===== src/hdl/hss_isqrt.sv =====
// Pipelined floor square root, one result bit per stage, several lanes.
// Carries a sideband word alongside; no package dependency.
`default_nettype none
module hss_isqrt #(
    parameter int AW    = 34,
    parameter int LANES = 1,
    parameter int SW    = 1
) (
    input  wire logic                        aclk,
    input  wire logic                        aresetn,
    input  wire logic                        en,
    input  wire logic                        in_valid,
    input  wire logic [LANES-1:0][AW-1:0]    in_arg,
    input  wire logic [SW-1:0]               in_side,
    output logic                             out_valid,
    output logic [LANES-1:0][AW/2-1:0]       out_root,
    output logic [SW-1:0]                    out_side
);
    localparam int RW = AW / 2;
    localparam int XW = RW + 2;

    logic                       vld_reg  [RW];
    logic [LANES-1:0][RW-1:0]   root_reg [RW];
    logic [SW-1:0]              side_reg [RW];
    logic [LANES-1:0][XW-1:0]   rem_reg  [RW-1];
    logic [LANES-1:0][AW-1:0]   arg_reg  [RW-1];

    for (genvar i = 0; i < RW; i++) begin : g_step
        logic                     prev_vld;
        logic [LANES-1:0][RW-1:0] prev_root;
        logic [LANES-1:0][XW-1:0] prev_rem;
        logic [LANES-1:0][AW-1:0] prev_arg;
        logic [SW-1:0]            prev_side;
        logic [LANES-1:0][XW-1:0] rem_next;
        logic [LANES-1:0][RW-1:0] root_next;
        logic [LANES-1:0][AW-1:0] arg_next;

        if (i == 0) begin : g_first
            assign prev_vld  = in_valid;
            assign prev_root = '0;
            assign prev_rem  = '0;
            assign prev_arg  = in_arg;
            assign prev_side = in_side;
        end else begin : g_rest
            assign prev_vld  = vld_reg[i-1];
            assign prev_root = root_reg[i-1];
            assign prev_rem  = rem_reg[i-1];
            assign prev_arg  = arg_reg[i-1];
            assign prev_side = side_reg[i-1];
        end

        always_comb begin
            logic [XW-1:0] shifted;
            logic [XW-1:0] trial;
            for (int l = 0; l < LANES; l++) begin
                shifted = {prev_rem[l][RW-1:0], prev_arg[l][AW-1:AW-2]};
                trial   = {prev_root[l], 2'b01};
                if (shifted >= trial) begin
                    rem_next[l]  = shifted - trial;
                    root_next[l] = {prev_root[l][RW-2:0], 1'b1};
                end else begin
                    rem_next[l]  = shifted;
                    root_next[l] = {prev_root[l][RW-2:0], 1'b0};
                end
                arg_next[l] = {prev_arg[l][AW-3:0], 2'b00};
            end
        end

        always_ff @(posedge aclk) begin
            if (!aresetn) begin
                vld_reg[i] <= 1'b0;
            end else if (en) begin
                vld_reg[i] <= prev_vld;
            end
        end

        always_ff @(posedge aclk) begin
            if (en) begin
                root_reg[i] <= root_next;
                side_reg[i] <= prev_side;
            end
        end

        if (i < RW - 1) begin : g_keep
            always_ff @(posedge aclk) begin
                if (en) begin
                    rem_reg[i] <= rem_next;
                    arg_reg[i] <= arg_next;
                end
            end
        end
    end

    assign out_valid = vld_reg[RW-1];
    assign out_root  = root_reg[RW-1];
    assign out_side  = side_reg[RW-1];

endmodule
`default_nettype wire


===== config.mk =====
export PLATFORM = sky130hd
export DESIGN_NAME = hss_isqrt
export DESIGN_NICKNAME = d
export VERILOG_FILES = /design/src/hdl/hss_isqrt.sv
export SDC_FILE = /design/constraint.sdc
export NUM_CORES = 1
export LEC_CHECK = 0
export ABC_AREA = 0
export BUFFER_PORTS_ARGS = -buffer_cell sky130_fd_sc_hd__buf_2
export CORE_ASPECT_RATIO = 0.6
export CORE_MARGIN = 10
export CORE_UTILIZATION = 40
export DETAILED_ROUTE_END_ITERATION = 6
export GPL_ROUTABILITY_DRIVEN = 0
export GPL_TIMING_DRIVEN = 0
export RECOVER_POWER = 25
export SYNTH_ARGS = -nofsm -noshare
export SYNTH_HDL_FRONTEND = slang
export SYNTH_SLANG_ARGS = --single-unit

===== constraint.sdc =====
create_clock -name aclk -period 4.7 [get_ports aclk]
set_clock_uncertainty 0.15 [all_clocks]
set_input_delay 0.47 -clock aclk [delete_from_list [all_inputs] [get_ports aclk]]
set_output_delay 0.47 -clock aclk [all_outputs]
set_load 0.01 [all_outputs]

==> key figures <==
Outcome
  • Status: complete, no violations

Setup path
  • Reg2reg start: root_reg[6][18]$_DFFE_PP_
  • Worst Setup Start Kind: register
  • WP data required: 4.91 ns
  • R2R setup slack: 0.69 ns
  • Reg2reg end: rem_reg[7][10]$_DFFE_PP_
  • Maximum fanout along the worst path: 10
  • Worst R2R Path Depth: 9
  • Crit end category: register
  • CP arrival: 4.22 ns
  • Setup CP Type: register to register

Worst hold path
  • Start point of the worst hold path: aresetn
  • WHS Path Cells: 2
  • Hold endpoint: vld_reg[11]$_DFFE_PP_
  • Class of the worst hold path: input port to register

CTS
  • Clock transition at path regs: 0.07 ns
  • Clk sink count: 713
  • Post_cts resized: 0
  • Number of buffers created by CTS: 72
  • CTS tree: built
  • CTS Buffer Depth: 3
  • Clk root buf: clkbuf_16
  • CTS HTree Levels: 3
  • Later-pin clock latency in the skew report: 0.62 ns

Final layout
  • Most common cell after layout, fill and taps aside: edfxtp_1
  • Most frequent cells in the layout: edfxtp_1, inv_1, ha_1
  • Nets: 2851
  • Area Overhead vs Synth: 13.2%
  • Layout cell share with drive strength beyond 1: 9.41%
  • Fillers: 7130
  • Max reg flops: 272
  • Post-Route Utilization: 45.9%
  • Diodes inserted: 0

GRT
  • Pin count of the biggest net entering global routing: 132
  • First-pass GRT wire length: 103 mm
  • Initial antenna violation count: 0
  • Vias in the first global route: 19300
  • All-Layer GR Usage: 13.1%
  • Global route total overflow: 0

STA
  • Final Hold Fails: 0
  • Max Slew Vio Count: 0
  • Final setup vio count: 0
  • Fin crit period: 4.01 ns
  • Fin crit share: 85.4%
  • Slew headroom: 4.75%
  • RSZ-0062 raised after global routing: no
  • FMAX: 0.249 GHz
  • Setup_tns: 0 ns
  • Least-Margin Pin Slew: 1.39 ns

Synthesis
  • Asr flop ratio synth: 0%
  • Synthesized area: 0.0331 sq mm
  • Seq cells post-synth: 713
  • YS warnings: 0
  • Register area share after synthesis: 64.6%
  • Post-Synthesis Cells: 2469
  • Synthesized Nets: 2678
  • Main synth FF type: edfxtp_1
  • EDFF count, synth: 712
  • Post-synthesis average cell area: 13.4 sq um
  • Distinct cells, synth: 88

Floorplan
  • IO Pins: 58
  • Num rows: 81
  • Initial Util: 40.5%
  • Core area: 0.0818 sq mm
  • DIE AREA: 0.0951 sq mm
  • Die H: 243 um
  • DIE WIDTH: 392 um

Detailed routing
  • 1st-iter DRT viols: 1964
  • Via/cell ratio: 5.29
  • ANT nets after route: 0
  • Residual DRC: 0
  • Total Wirelength: 63.8 mm
  • Vias: 20000
  • First-pass detailed-route iteration total: 6
  • Routed wire per std cell: 16.9 um

Power and ir drop
  • Sequential power share: 49.3%
  • Sw power: 4450 uW
  • Leak: 0.0143 uW
  • PwrDens: 445 mW/mm^2
  • Sw frac: 26.7%
  • P_int: 12200 uW
  • Share of total power in combinational logic: 17.8%
  • Clock power share: 32.9%
  • Worst vdd ir: 0.270 mV

Place
  • Count of port buffers added during placement: 57
  • DP Wirelength: 44.7 mm

Run
  • # Max-Cap Violations: 0
==> cells in the mapped netlist (all sizes together) (4+ instances only) <==
| master | n | area share (%) |
|---|---|---|
| a2111oi | 7 | 0.19 |
| a211o | 7 | 0.19 |
| a211oi | 15 | 0.34 |
| a21boi | 7 | 0.16 |
| a21o | 43 | 0.98 |
| a21oi | 137 | 2.1 |
| a311oi | 6 | 0.18 |
| a31oi | 15 | 0.28 |
| and2 | 10 | 0.19 |
| and3 | 31 | 0.59 |
| buf | 11 | 0.23 |
| clkbuf | 35 | 0.40 |
| edfxtp | 712 | 65 |
| ha | 170 | 6.4 |
| inv | 212 | 2.4 |
| mux2 | 60 | 2.1 |
| mux2i | 16 | 0.48 |
| nand2 | 120 | 1.4 |
| nand2b | 27 | 0.51 |
| nand3 | 48 | 0.73 |
| nand3b | 12 | 0.27 |
| nand4 | 23 | 0.43 |
| nand4b | 8 | 0.21 |
| nor2 | 140 | 1.6 |
| nor2b | 24 | 0.45 |
| nor3 | 62 | 0.94 |
| nor3b | 7 | 0.16 |
| nor4 | 21 | 0.46 |
| o2111ai | 4 | 0.11 |
| o211ai | 17 | 0.39 |
| o21a | 49 | 1.1 |
| o21ai | 99 | 1.5 |
| o21bai | 7 | 0.16 |
| o221ai | 6 | 0.16 |
| o22ai | 6 | 0.11 |
| o311ai | 4 | 0.11 |
| o31a | 4 | 0.11 |
| o31ai | 14 | 0.32 |
| o41ai | 6 | 0.16 |
| or2 | 11 | 0.21 |
| or3 | 26 | 0.52 |
| or4 | 21 | 0.48 |
| xnor2 | 103 | 2.7 |
| xor2 | 66 | 1.7 |
==> worst max-delay path by stage <==
stage	slack, ns	endpoint	cells after the start	start
final	0.69	rem_reg[7][10]$_DFFE_PP_	9	root_reg[6][18]$_DFFE_PP_
after global routing	0.51	rem_reg[7][10]$_DFFE_PP_	9	root_reg[6][17]$_DFFE_PP_
after CTS	0.73	rem_reg[7][14]$_DFFE_PP_	9	root_reg[6][18]$_DFFE_PP_
after detailed placement	0.76	rem_reg[7][14]$_DFFE_PP_	9	root_reg[6][18]$_DFFE_PP_
after global placement	-8.03	vld_reg[6]$_DFFE_PP_	3	en
after floorplan	1.71	rem_reg[7][10]$_DFFE_PP_	8	rem_reg[6][22]$_DFFE_PP_
==> routing by layer <==
metal	wire, um	share of wire, %	GRT usage (%)	vias up
met1	32700	51	20.5	9587
met2	24700	39	17.3	621
met3	5020	7.9	3.45	116
met4	1420	2.2	3.78	0
li1	-	-	-	9642
met5	0	0	0	-
==> critical path, stage by stage (launching register included) <==
cell,delay (ns)
edfxtp_1,0.36
inv_1,0.05
ha_1,0.34
o21ai_0,0.18
a22oi_1,0.15
o2bb2ai_1,0.50
a21oi_1,0.31
a311oi_2,0.96
buf_4,0.37
mux2_2,0.37
==> power groups by stage <==
stage	clock, uW	combinational (uW)	sequential [uW]
after CTS	5690	2920	8230
after global routing	5960	3310	8300
after global placement	0	2770	8470
after detailed placement	0	2880	8360
after floorplan	0	2140	8230
final	5490	2970	8230
==> final cells by class <==
class | instances | area [sq um] | share of cell area, %
Clock inverter | 39 | 315 | 0.841
Buffer | 46 | 209 | 0.557
Inverter | 212 | 798 | 2.13
Timing Repair Buffer | 99 | 803 | 2.14
Sequential cell | 713 | 21400 | 57.0
Tap cell | 1079 | 1350 | 3.60
Clock buffer | 91 | 1920 | 5.11
Multi-Input combinational cell | 1498 | 10700 | 28.6
==> cells by family after synthesis <==
kind of cell / share of synthesized area [%]
flops: 64.6
simple gates: 9.40
compound gates: 9.47
buf+inv: 3.04
fa+ha+maj: 6.42
xor+xnor: 4.47
mux: 2.59
other cells: 0.0113
==> repair_timing <==
action,in CTS,in global routing
buffers inserted,0,0
endpoints found under the hold margin,37,0
hold buffers,37,0
==> metrics by stage <==
step	worst slack [ns]	power [uW]	cell area (sq um)	std cells	hold slack, ns
2_1_floorplan	1.71	10400	33100	2469	0.250
3_3_place_gp	-8.03	11200	34800	3605	0.250
3_5_place_dp	0.759	11200	34900	3610	0.255
4_1_cts	0.727	16800	37500	3777	0.0598
5_1_grt	0.515	17600	37500	3777	0.104
6_report	0.685	16700	37500	3777	0.120
Note: power is estimated with default switching activity, not from simulation.
